## src/hdl/biquad_pkg.sv

```systemverilog
// Shared constants, types and rounding function of the biquad filter.
package biquad_pkg;

  localparam int SAMPLE_BITS    = 16;
  localparam int COEF_BITS      = 24;
  localparam int COEF_FRAC_BITS = 20;
  localparam int PROD_BITS      = SAMPLE_BITS + COEF_BITS;
  localparam int ACC_BITS       = PROD_BITS + 3;
  localparam int QUOT_BITS      = ACC_BITS - COEF_FRAC_BITS;

  localparam int DATA_BITS    = 32;
  localparam int ADDR_BITS    = 5;
  localparam int REG_IDX_BITS = 3;
  localparam int NUM_REGS     = 6;

  typedef logic [REG_IDX_BITS-1:0] reg_idx_t;
  localparam reg_idx_t REG_GAIN = 3'd0;
  localparam reg_idx_t REG_B0   = 3'd1;
  localparam reg_idx_t REG_B1   = 3'd2;
  localparam reg_idx_t REG_B2   = 3'd3;
  localparam reg_idx_t REG_A1   = 3'd4;
  localparam reg_idx_t REG_A2   = 3'd5;

  localparam logic signed [COEF_BITS-1:0] COEF_UNITY =
    COEF_BITS'(64'd1 << COEF_FRAC_BITS);

  // multiplier operand select
  typedef logic [2:0] msel_t;
  localparam msel_t MSEL_GAIN = 3'd0;
  localparam msel_t MSEL_B0   = 3'd1;
  localparam msel_t MSEL_B1   = 3'd2;
  localparam msel_t MSEL_B2   = 3'd3;
  localparam msel_t MSEL_A1   = 3'd4;
  localparam msel_t MSEL_A2   = 3'd5;

  // accumulator operation
  typedef logic [1:0] acc_op_t;
  localparam acc_op_t ACC_HOLD = 2'd0;
  localparam acc_op_t ACC_LOAD = 2'd1;
  localparam acc_op_t ACC_ADD  = 2'd2;
  localparam acc_op_t ACC_SUB  = 2'd3;

  typedef struct packed {
    logic signed [COEF_BITS-1:0] gain;
    logic signed [COEF_BITS-1:0] b0;
    logic signed [COEF_BITS-1:0] b1;
    logic signed [COEF_BITS-1:0] b2;
    logic signed [COEF_BITS-1:0] a1;
    logic signed [COEF_BITS-1:0] a2;
  } coef_t;

  typedef struct packed {
    logic    mul_en;
    msel_t   mul_sel;
    logic    take_x0;
    acc_op_t acc_op;
    logic    out_load;
  } cmd_t;

  typedef struct packed {
    logic in_valid;
    logic out_free;
  } stat_t;

  typedef struct packed {
    logic signed [SAMPLE_BITS-1:0] sample;
    logic                          clip;
  } sat_t;

  localparam logic [ACC_BITS-1:0] ROUND_HALF =
    ACC_BITS'(64'd1 << (COEF_FRAC_BITS - 1));
  localparam logic signed [QUOT_BITS-1:0] QUOT_MAX =
    QUOT_BITS'((64'd1 << (SAMPLE_BITS - 1)) - 64'd1);
  localparam logic signed [QUOT_BITS-1:0] QUOT_MIN = ~QUOT_MAX;
  localparam logic signed [SAMPLE_BITS-1:0] SAMPLE_MAX = {1'b0, {(SAMPLE_BITS-1){1'b1}}};
  localparam logic signed [SAMPLE_BITS-1:0] SAMPLE_MIN = {1'b1, {(SAMPLE_BITS-1){1'b0}}};

  // Round half up out of the fraction bits, then clamp to the sample range.
  function automatic sat_t round_sat(input logic signed [ACC_BITS-1:0] v);
    logic [ACC_BITS-1:0]          r;
    logic signed [QUOT_BITS-1:0]  q;
    sat_t                         res;
    r = v + ROUND_HALF;
    q = r[ACC_BITS-1:COEF_FRAC_BITS];
    if (q > QUOT_MAX) begin
      res.sample = SAMPLE_MAX;
      res.clip   = 1'b1;
    end else if (q < QUOT_MIN) begin
      res.sample = SAMPLE_MIN;
      res.clip   = 1'b1;
    end else begin
      res.sample = q[SAMPLE_BITS-1:0];
      res.clip   = 1'b0;
    end
    return res;
  endfunction

endpackage

```

## src/hdl/biquad_regs.sv

```systemverilog
// Coefficient and gain register file behind the APB-style port.
module biquad_regs
  import biquad_pkg::*;
(
  input  logic                 clk,
  input  logic                 rst,
  input  logic                 psel,
  input  logic                 penable,
  input  logic                 pwrite,
  input  logic [ADDR_BITS-1:0] paddr,
  input  logic [DATA_BITS-1:0] pwdata,
  output logic [DATA_BITS-1:0] prdata,
  output coef_t                coef
);

  reg_idx_t                    idx;
  logic                        wr;
  logic signed [COEF_BITS-1:0] rd;
  logic signed [COEF_BITS-1:0] wdata;

  assign idx   = paddr[ADDR_BITS-1:2];
  assign wr    = psel & penable & pwrite;
  assign wdata = pwdata[COEF_BITS-1:0];

  always_ff @(posedge clk) begin
    if (rst) begin
      coef.gain <= COEF_UNITY;
      coef.b0   <= COEF_UNITY;
      coef.b1   <= '0;
      coef.b2   <= '0;
      coef.a1   <= '0;
      coef.a2   <= '0;
    end else if (wr) begin
      unique case (idx)
        REG_GAIN: coef.gain <= wdata;
        REG_B0:   coef.b0   <= wdata;
        REG_B1:   coef.b1   <= wdata;
        REG_B2:   coef.b2   <= wdata;
        REG_A1:   coef.a1   <= wdata;
        REG_A2:   coef.a2   <= wdata;
        default: ;  // unmapped, ignored
      endcase
    end
  end

  always_comb begin
    unique case (idx)
      REG_GAIN: rd = coef.gain;
      REG_B0:   rd = coef.b0;
      REG_B1:   rd = coef.b1;
      REG_B2:   rd = coef.b2;
      REG_A1:   rd = coef.a1;
      REG_A2:   rd = coef.a2;
      default:  rd = '0;
    endcase
  end

  assign prdata = {{(DATA_BITS-COEF_BITS){1'b0}}, rd};

endmodule

```

## src/hdl/biquad_ctrl.sv

```systemverilog
// Sequencer that steps the shared multiply-accumulate through one item.
module biquad_ctrl
  import biquad_pkg::*;
(
  input  logic  clk,
  input  logic  rst,
  input  stat_t stat,
  output cmd_t  cmd,
  output logic  in_ready
);

  localparam logic [1:0] ST_IDLE = 2'd0;
  localparam logic [1:0] ST_MAC  = 2'd1;
  localparam logic [1:0] ST_LAST = 2'd2;
  localparam logic [1:0] ST_OUT  = 2'd3;

  localparam logic [2:0] STEP_FINAL = 3'd4;

  logic [1:0] state, state_next;
  logic [2:0] step, step_next;

  always_ff @(posedge clk) begin
    if (rst) begin
      state <= ST_IDLE;
      step  <= '0;
    end else begin
      state <= state_next;
      step  <= step_next;
    end
  end

  always_comb begin
    cmd        = '0;
    state_next = state;
    step_next  = step;
    in_ready   = 1'b0;
    unique case (state)
      ST_IDLE: begin
        in_ready    = 1'b1;
        cmd.mul_sel = MSEL_GAIN;
        cmd.mul_en  = stat.in_valid;
        if (stat.in_valid) begin
          state_next = ST_MAC;
          step_next  = '0;
        end
      end
      ST_MAC: begin
        // products go in as b1x1, b2x2, a1y1, a2y2, b0x0; acc trails them through prod
        cmd.mul_en = 1'b1;
        step_next  = step + 3'd1;
        unique case (step)
          3'd0: begin
            cmd.mul_sel = MSEL_B1;
            cmd.take_x0 = 1'b1;
            cmd.acc_op  = ACC_HOLD;
          end
          3'd1: begin
            cmd.mul_sel = MSEL_B2;
            cmd.acc_op  = ACC_LOAD;
          end
          3'd2: begin
            cmd.mul_sel = MSEL_A1;
            cmd.acc_op  = ACC_ADD;
          end
          3'd3: begin
            cmd.mul_sel = MSEL_A2;
            cmd.acc_op  = ACC_SUB;
          end
          default: begin
            cmd.mul_sel = MSEL_B0;
            cmd.acc_op  = ACC_SUB;
          end
        endcase
        if (step == STEP_FINAL) begin
          state_next = ST_LAST;
        end
      end
      ST_LAST: begin
        cmd.acc_op = ACC_ADD;
        state_next = ST_OUT;
      end
      ST_OUT: begin
        if (stat.out_free) begin
          cmd.out_load = 1'b1;
          state_next   = ST_IDLE;
        end
      end
    endcase
  end

endmodule

```

## src/hdl/biquad_dp.sv

```systemverilog
// Datapath: shared multiplier, accumulator, tap registers and output register.
module biquad_dp
  import biquad_pkg::*;
(
  input  logic                          clk,
  input  logic                          rst,
  input  cmd_t                          cmd,
  input  coef_t                         coef,
  input  logic signed [SAMPLE_BITS-1:0] sample_in,
  input  logic                          out_ready,
  output logic                          out_valid,
  output logic                          out_free,
  output logic signed [SAMPLE_BITS-1:0] out_sample,
  output logic                          out_clip
);

  logic signed [COEF_BITS-1:0]   mul_a;
  logic signed [SAMPLE_BITS-1:0] mul_b;
  logic signed [PROD_BITS-1:0]   prod;
  logic signed [ACC_BITS-1:0]    prod_ext;
  logic signed [ACC_BITS-1:0]    acc;
  logic signed [SAMPLE_BITS-1:0] x0, x1, x2, y1, y2;
  logic                          clip_in;
  sat_t                          gain_res;
  sat_t                          sum_res;

  always_comb begin
    unique case (cmd.mul_sel)
      MSEL_GAIN: begin mul_a = coef.gain; mul_b = sample_in; end
      MSEL_B0:   begin mul_a = coef.b0;   mul_b = x0;        end
      MSEL_B1:   begin mul_a = coef.b1;   mul_b = x1;        end
      MSEL_B2:   begin mul_a = coef.b2;   mul_b = x2;        end
      MSEL_A1:   begin mul_a = coef.a1;   mul_b = y1;        end
      MSEL_A2:   begin mul_a = coef.a2;   mul_b = y2;        end
      default:   begin mul_a = '0;        mul_b = '0;        end
    endcase
  end

  always_ff @(posedge clk) begin
    if (cmd.mul_en) begin
      prod <= mul_a * mul_b;
    end
  end

  assign prod_ext = ACC_BITS'(prod);

  always_ff @(posedge clk) begin
    unique case (cmd.acc_op)
      ACC_HOLD: acc <= acc;
      ACC_LOAD: acc <= prod_ext;
      ACC_ADD:  acc <= acc + prod_ext;
      ACC_SUB:  acc <= acc - prod_ext;
    endcase
  end

  assign gain_res = round_sat(prod_ext);
  assign sum_res  = round_sat(acc);

  always_ff @(posedge clk) begin
    if (cmd.take_x0) begin
      x0      <= gain_res.sample;
      clip_in <= gain_res.clip;
    end
  end

  // taps are filter state and start from zero
  always_ff @(posedge clk) begin
    if (rst) begin
      x1 <= '0;
      x2 <= '0;
      y1 <= '0;
      y2 <= '0;
    end else if (cmd.out_load) begin
      x2 <= x1;
      x1 <= x0;
      y2 <= y1;
      y1 <= sum_res.sample;
    end
  end

  always_ff @(posedge clk) begin
    if (rst) begin
      out_valid <= 1'b0;
    end else if (cmd.out_load) begin
      out_valid <= 1'b1;
    end else if (out_ready) begin
      out_valid <= 1'b0;
    end
  end

  always_ff @(posedge clk) begin
    if (cmd.out_load) begin
      out_sample <= sum_res.sample;
      out_clip   <= clip_in | sum_res.clip;
    end
  end

  assign out_free = ~out_valid | out_ready;

endmodule

```

## src/hdl/biquad_iir_filter.sv

```systemverilog
// Items pass one at a time through the single shared 24x16 multiplier:
//   gain product on accept, then five tap products, one last accumulate,
//   then a round into the output register, raising m_tvalid once it is free.
// s_tready is high only while the sequencer idles; a held output stalls it.
// Reset (rst, synchronous, active high): taps cleared, gain and b0 at 1.0,
//   other coefficients zero, output register empty.
module biquad_iir_filter
  import biquad_pkg::*;
(
  input  logic                   clk,
  input  logic                   rst,
  // slave stream
  input  logic                   s_tvalid,
  output logic                   s_tready,
  input  logic [SAMPLE_BITS-1:0] s_tdata,   // [15:0] sample_in
  // master stream
  output logic                   m_tvalid,
  input  logic                   m_tready,
  output logic [SAMPLE_BITS-1:0] m_tdata,   // [15:0] sample_out
  output logic                   m_tuser,   // [0] clipped
  // configuration port
  input  logic                   psel,
  input  logic                   penable,
  input  logic                   pwrite,
  input  logic [ADDR_BITS-1:0]   paddr,
  input  logic [DATA_BITS-1:0]   pwdata,
  output logic [DATA_BITS-1:0]   prdata,
  output logic                   pready
);

  coef_t                         coef;
  cmd_t                          cmd;
  stat_t                         stat;
  logic                          out_free;
  logic signed [SAMPLE_BITS-1:0] out_sample;

  // zero wait states on the config port
  assign pready = 1'b1;

  biquad_regs u_regs (
    .clk     (clk),
    .rst     (rst),
    .psel    (psel),
    .penable (penable),
    .pwrite  (pwrite),
    .paddr   (paddr),
    .pwdata  (pwdata),
    .prdata  (prdata),
    .coef    (coef)
  );

  // sequencer sees only the input valid and whether the output slot frees up
  assign stat.in_valid = s_tvalid;
  assign stat.out_free = out_free;

  biquad_ctrl u_ctrl (
    .clk      (clk),
    .rst      (rst),
    .stat     (stat),
    .cmd      (cmd),
    .in_ready (s_tready)
  );

  // gain product is taken straight off s_tdata in the accepting cycle, so no
  // input holding register is needed
  biquad_dp u_dp (
    .clk        (clk),
    .rst        (rst),
    .cmd        (cmd),
    .coef       (coef),
    .sample_in  (signed'(s_tdata)),
    .out_ready  (m_tready),
    .out_valid  (m_tvalid),
    .out_free   (out_free),
    .out_sample (out_sample),
    .out_clip   (m_tuser)
  );

  assign m_tdata = out_sample;

endmodule

```

## config.mk

```make
export PLATFORM = sky130hd
export DESIGN_NAME = biquad_iir_filter
export DESIGN_NICKNAME = d
export VERILOG_FILES = /design/src/hdl/biquad_pkg.sv /design/src/hdl/biquad_regs.sv /design/src/hdl/biquad_ctrl.sv /design/src/hdl/biquad_dp.sv /design/src/hdl/biquad_iir_filter.sv
export SDC_FILE = /design/constraint.sdc
export NUM_CORES = 2
export LEC_CHECK = 0
export BUFFER_PORTS_ARGS = -buffer_cell sky130_fd_sc_hd__buf_2
export CORE_ASPECT_RATIO = 1.1
export CORE_MARGIN = 3
export CORE_UTILIZATION = 60
export CTS_CLUSTER_SIZE = 20
export DETAILED_ROUTE_END_ITERATION = 8
export PLACE_DENSITY = 0.75
export SLEW_MARGIN = 20
export SYNTH_ARGS = -nofsm -noshare
export SYNTH_HDL_FRONTEND = slang
export SYNTH_SLANG_ARGS = --single-unit
```

## constraint.sdc

```tcl
create_clock -name clk -period 25.6 [get_ports clk]
set_clock_uncertainty 0.05 [all_clocks]
set_input_delay 0 -clock clk [delete_from_list [all_inputs] [get_ports clk]]
set_output_delay 0 -clock clk [all_outputs]
set_load 0.01 [all_outputs]
```

# Yosys cells after proc, flatten, opt, wreduce, memory -nomap -nowiden
# Cells that the tools add are included.
[totals]
ff_bits = 331
inputBits = 60
out_inout_bits = 52
word_cells = 96
[op_classes]
add_sub_neg = 5
mul = 1
order_cmp = 4
n_eq_ne = 23
mux = 24
n_bitwise = 5
reduce_logical = 15
[op_table]
columns = ["cell", "n"]
rows = [
  ["24-bit one-hot mux with 6 select lines", 2],
  ["43-bit one-hot mux with 3 select lines", 1],
  ["16-bit one-hot mux with 6 select lines", 1],
  ["17-bit 2-to-1 mux", 3],
  ["23-bit by 16-bit greater-than comparator with 1-bit output (second input constant)", 2],
  ["23-bit by 16-bit < comparator with 1-bit output (second input constant)", 2],
  ["43-bit by 20-bit adder with 43-bit output (second input constant)", 1],
  ["43-bit by 40-bit adder with 43-bit output", 1],
  ["43-bit by 40-bit subtractor with 43-bit output", 1],
  ["40-bit by 21-bit adder with 41-bit output (second input constant)", 1],
  ["24-bit by 16-bit multiplier with 40-bit output", 1],
  ["3-bit by 2-bit == test with 1-bit output (second input constant)", 6],
  ["3-bit == test (second input constant)", 5],
  ["2-bit AND reduction", 7],
  ["3-bit one-hot mux with 4 select lines", 1],
  ["3-bit by 1-bit == test with 1-bit output (second input constant)", 3],
  ["3-bit logical NOT", 3],
  ["2-bit == test (second input constant)", 4],
  ["2-bit one-hot mux with 4 select lines", 1],
  ["4-bit one-hot mux with 2 select lines", 1],
  ["1-bit 2-to-1 mux", 7],
  ["2-bit 2-to-1 mux", 3],
  ["2-bit one-hot mux with 3 select lines", 1],
  ["3-bit one-hot mux with 2 select lines", 1],
  ["other kinds (12)", 18],
]

# Logic depth before layout (Yosys ltp)
[logic_depth]
depth_word = 6
mapped_depth = 39
ltp_nobuf = 32

# Hierarchy
# Synthesis repeated with hierarchy kept, for this count alone.
[unflattened]
cells_unflattened = 3654
hier_area_um2 = 33576.0
[by_module_without_submodules]
columns = ["module", "instances", "cells_each", "area_per_inst_um2", "seq_area_each_um2"]
rows = [
  ["biquad_dp", 1, 2939, 26167.6, 4814.6],
  ["biquad_regs", 1, 660, 6961.7, 2882.8],
  ["biquad_ctrl", 1, 53, 435.4, 100.1],
  ["biquad_iir_filter", 1, 2, 11.3, 0.0],
]

# Worst setup path before layout
# OpenSTA, ideal clock, no wires.
[synth_path]
path_type = "register to register"
from = "register u_ctrl.step[1]"
to = "register u_dp.prod[39], data pin"
arrival_time_ps = 8564
setup_slack_ps = 16719
path_stages_with_launch = 38
path_buffers = 8
period_less_slack_ps = 8881
path_cell_list = "dfxtp_1 > inv_1 > clkbuf_1 > buf_1 > clkbuf_1 > ha_1 > a21o_1 > buf_2 > buf_1 > clkbuf_1 > nand2_1 > a21oi_1 > o21ai_0 > nand3_1 > o21ai_0 > nand2_1 > clkbuf_1 > nand2_1 > (+2 left out) > fa_1 > fa_1 > fa_1 > fa_1 > inv_1 > fa_1 > inv_1 > ha_1 > clkbuf_1 > and4_1 > nand3_1 > o21ai_0 > o22ai_1 > a21oi_1 > o21ai_0 > a31oi_1 > mux2i_1 > nand4_1"
[synth_via]
elab_chain_len = 6
elab_cells_between_ends = 15
[synth_rtl]
columns = ["item", "line_no", "text"]
rows = [
  ["start, declared", "biquad_ctrl.sv:20", "logic [2:0] step, step_next;"],
  ["start signal, assigned", "biquad_ctrl.sv:28", "step <= step_next;"],
  ["3-bit by 2-bit == test with 1-bit output (tied with other cells)", "biquad_ctrl.sv:51", "unique case (step)"],
  ["3-bit one-hot mux with 4 select lines *", "biquad_ctrl.sv:51", ""],
  ["4-bit one-hot mux with 2 select lines *", "biquad_ctrl.sv:37", "unique case (state)"],
  ["3-bit == test (tied with other cells)", "biquad_dp.sv:28", "unique case (cmd.mul_sel)"],
  ["24-bit one-hot mux with 6 select lines or 16-bit one-hot mux with 6 select lines (tied branches)", "biquad_dp.sv:28", ""],
  ["24-bit by 16-bit multiplier with 40-bit output *", "biquad_dp.sv:41", "prod <= mul_a * mul_b;"],
  ["end signal, assigned", "biquad_dp.sv:41", ""],
  ["end, declared", "biquad_dp.sv:19", "logic signed [PROD_BITS-1:0] prod;"],
]
# Every way passes the cells marked *; elsewhere a longest branch is shown, timed or not.
# A chain may end at the register's enable or synchronous reset.

# Worst setup path in the final report
[layout_path]
from = "register u_ctrl.step[2]"
to = "register u_dp.prod[39], data pin"
# Same word-level chain as after synthesis.

==> flow_metrics.env <==
export IMPL_dp_hpwl_um=66900
export IMPL_via_count=27800
export IMPL_yosysMostFrequentCell="nand2_1"
export IMPL_clock_latency_ns=0.57
export IMPL_synth_seq_cells=331
export IMPL_place_gp_congestion=0.935
export IMPL_n_fill_cell=4415
export IMPL_path_max_fanout=64
export IMPL_hold_class="in2reg"
export IMPL_slew_violations=0
export IMPL_antenna_found_initial=2
export IMPL_start_kind="flop"
export IMPL_firstDrtPassIters=6
export IMPL_crit_top_cell="fa_1"
export IMPL_fmax_mhz=96.2
export IMPL_hp_start="pwdata[6]"
export IMPL_slowest_stage="mux4_2"
export IMPL_grt_max_degree=133
export IMPL_worst_setup_path_type="reg2reg"
export IMPL_portBuffers=92
export IMPL_wl_um=92200
export IMPL_async_flop_share_pct=0
export IMPL_cts_setup_buffers=0
export IMPL_netlist_area_um2=32300
export IMPL_initial_core_util_pct=61.2
export IMPL_die_h_um=249
export IMPL_hold_viol=0
export IMPL_yosysTopAreaCellShare_pct=23.3
export IMPL_period_share_pct=40.6
export IMPL_ios=112
export IMPL_status="completed"
export IMPL_tritoncts="built"
export IMPL_area_growth_syn_to_layout_pct=7.90
export IMPL_htreeDepth=2
export IMPL_syn_inst=3924
export IMPL_ys_top_cells_by_area="fa_1 23%, dfxtp_1 13%, edfxtp_1 11%"
export IMPL_core_area_um2=52900
export IMPL_drive_gt1_share_pct=6.59
export IMPL_whs_ns=0.233
export IMPL_grt_setup_unrepaired="no"
export IMPL_die_w_um=227
export IMPL_rr_worst_depth=30
export IMPL_r2r_setup_slack_ns=15.21
export IMPL_nNetsFinal=4489
export IMPL_cp_top_family="adder cells"
export IMPL_final_antenna_net_count=0
export IMPL_via_per_inst=6.03
export IMPL_synth_main_ff_cell="dfxtp_1"
export IMPL_tightest_slew_ns=1.21
export IMPL_rr_startpoint="u_ctrl.step[2]"
export IMPL_critPathMaxStageDelay_ns=0.58
export IMPL_hold_end="u_regs.coef[78]"
export IMPL_worstSetupEndpointType="flop"
export IMPL_std_cell_rows=88
export IMPL_drc=0
export IMPL_grt_usage_pct=32.5
export IMPL_r2r_end="u_dp.prod[39]"
export IMPL_synth_top_cell_by_area="fa_1"
export IMPL_crit_required_ns=25.83
export IMPL_cp_data_arrival_time_ns=10.62
export IMPL_cts_root_buf="clkbuf_16"
export IMPL_crit_buf_inv=8
export IMPL_synth_warnings=0
export IMPL_synth_edf_count=117
export IMPL_dieArea_um2=56700
export IMPL_cts_sinks=331
export IMPL_multi_input_area_um2=22000
export IMPL_syn_area_per_cell_um2=8.24
export IMPL_grt_overflow_total=0
export IMPL_yosysSeqAreaShare_pct=24.1
export IMPL_cts_resized=0
export IMPL_min_period_ns=10.39
export IMPL_finalSetupViolations=0
export IMPL_clock_path_buffers=3
export IMPL_first_iter_violations=2830
export IMPL_max_cap_violations=0
export IMPL_wl_per_cell_um=20.0
export IMPL_grt_pass1_vias=26800
export IMPL_cts_buffers=38
export IMPL_relSlewSlack_pct=19.4
export IMPL_final_setup_tns_ns=0
export IMPL_synth_distinct_cells=89
export IMPL_synth_common_cells="823 x nand2_1, 471 x inv_1, 376 x fa_1"
export IMPL_holdPathStages=4
export IMPL_ff_latch_area_um2=7800
export IMPL_grt_first_pass_wirelength_um=145000
export IMPL_cts_clk_slew_worst_paths_ns=0.06
==> worst reg2reg max path: cells and delay by family (launching register included) <==
kind | cells | cell delay [ns]
AOI/OAI and AO/OA | 7 | 2.37
adders and majority gates | 8 | 3.79
buffers and inverters | 8 | 1.61
DFF | 1 | 0.31
muxes | 3 | 1.34
and+or+nand+nor | 4 | 0.61
==> kinds of logic (layout without fill, tap and decap cells) <==
| family | count (synthesis) | after routing | share of synthesized area, % |
|---|---|---|---|
| and+or+nand+nor | 1437 | 1437 | 19.2 |
| AOI/OAI and AO/OA | 765 | 765 | 14.5 |
| buffers and inverters | 704 | 704 | 8.36 |
| adders and majority gates | 528 | 528 | 29.2 |
| DFF | 331 | 331 | 24.1 |
| xor gates and xnor gates | 139 | 139 | 3.77 |
| muxes | 18 | 18 | 0.836 |
| other | 2 | 10 | 0.0232 |
==> flip-flops by register name (all words and copies together) (netlist names), 3 cells and up <==
signal           count
u_dp.x2             16
u_dp.acc            43
u_dp.y1             16
u_ctrl.step          3
u_dp.out_sample     16
u_dp.y2             16
u_dp.x1             16
u_dp.prod           40
u_regs.coef        144
u_dp.x0             16
==> per-layer routing <==
metal  up-vias  track usage, %  routed length, um
li1      12700               -                  -
met1     13300            43.8              35700
met2      1396            51.4              43000
met3       284            7.00               9780
met4         0            12.8               3730
met5         -               0                  0
==> metrics by stage <==
stage	utilization, %	cells	instance area [um2]	setup slack (ns)
after floorplan	-	3931	32300	16.72
after global routing	66.0	4606	34900	14.90
final	66.0	4607	34900	15.21
after global placement	62.7	4508	33100	15.16
after detailed placement	62.7	4508	33100	15.09
after CTS	65.9	4606	34800	15.04
==> cells in the final DEF, fill, tap and decap left out, drive strengths merged, types with 14 or more instances in the layout <==
| cell type | synthesis | layout |
|---|---|---|
| and2 | 21 | 21 |
| nor2b | 17 | 17 |
| fa | 376 | 376 |
| o21bai | 14 | 14 |
| nand4 | 21 | 21 |
| o21a | 15 | 15 |
| buf | 35 | 134 |
| nand2b | 59 | 59 |
| a21o | 41 | 41 |
| edfxtp | 117 | 117 |
| ha | 152 | 152 |
| xnor2 | 85 | 85 |
| a31oi | 44 | 44 |
| a22oi | 73 | 73 |
| nand2 | 823 | 823 |
| dlygate4sd3 | 0 | 28 |
| and3 | 42 | 42 |
| clkbuf | 197 | 53 |
| o21ai | 131 | 131 |
| dfxtp | 214 | 214 |
| nor2 | 281 | 281 |
| nor3 | 34 | 34 |
| inv | 471 | 474 |
| nand3 | 82 | 82 |
| a21oi | 330 | 330 |
| xor2 | 54 | 54 |
==> worst max path at each step <==
stage	from	endpoint	slack [ns]	cells after the start
after floorplan	u_ctrl.step[1]	u_dp.prod[39]	16.72	37
after global placement	u_ctrl.step[2]	u_dp.prod[39]	15.16	32
after detailed placement	u_ctrl.step[2]	u_dp.prod[39]	15.09	32
after CTS	u_ctrl.step[2]	u_dp.prod[39]	15.04	32
after global routing	u_ctrl.step[2]	u_dp.prod[39]	14.90	30
final	u_ctrl.step[2]	u_dp.prod[39]	15.21	30
==> final cells by class <==
type	count	area share (%)
flip-flops and latches	331	22.4
diodes	1	0.00718
repair buffers	162	3.05
multi-input cells	2896	63.0
inverters	472	5.08
clock buffers	53	3.18
well taps	675	2.42
clock inverters	17	0.883
==> what timing repair did <==
item / in CTS / in global routing
endpoints found under the setup margin: 0 / 0
hold buffers: 28 / 0
endpoints found under the hold margin: 151 / 0
Power is left out: the tool's default activity adds up to more than one toggle a clock period on the data nets, which glitch-free logic cannot reach.
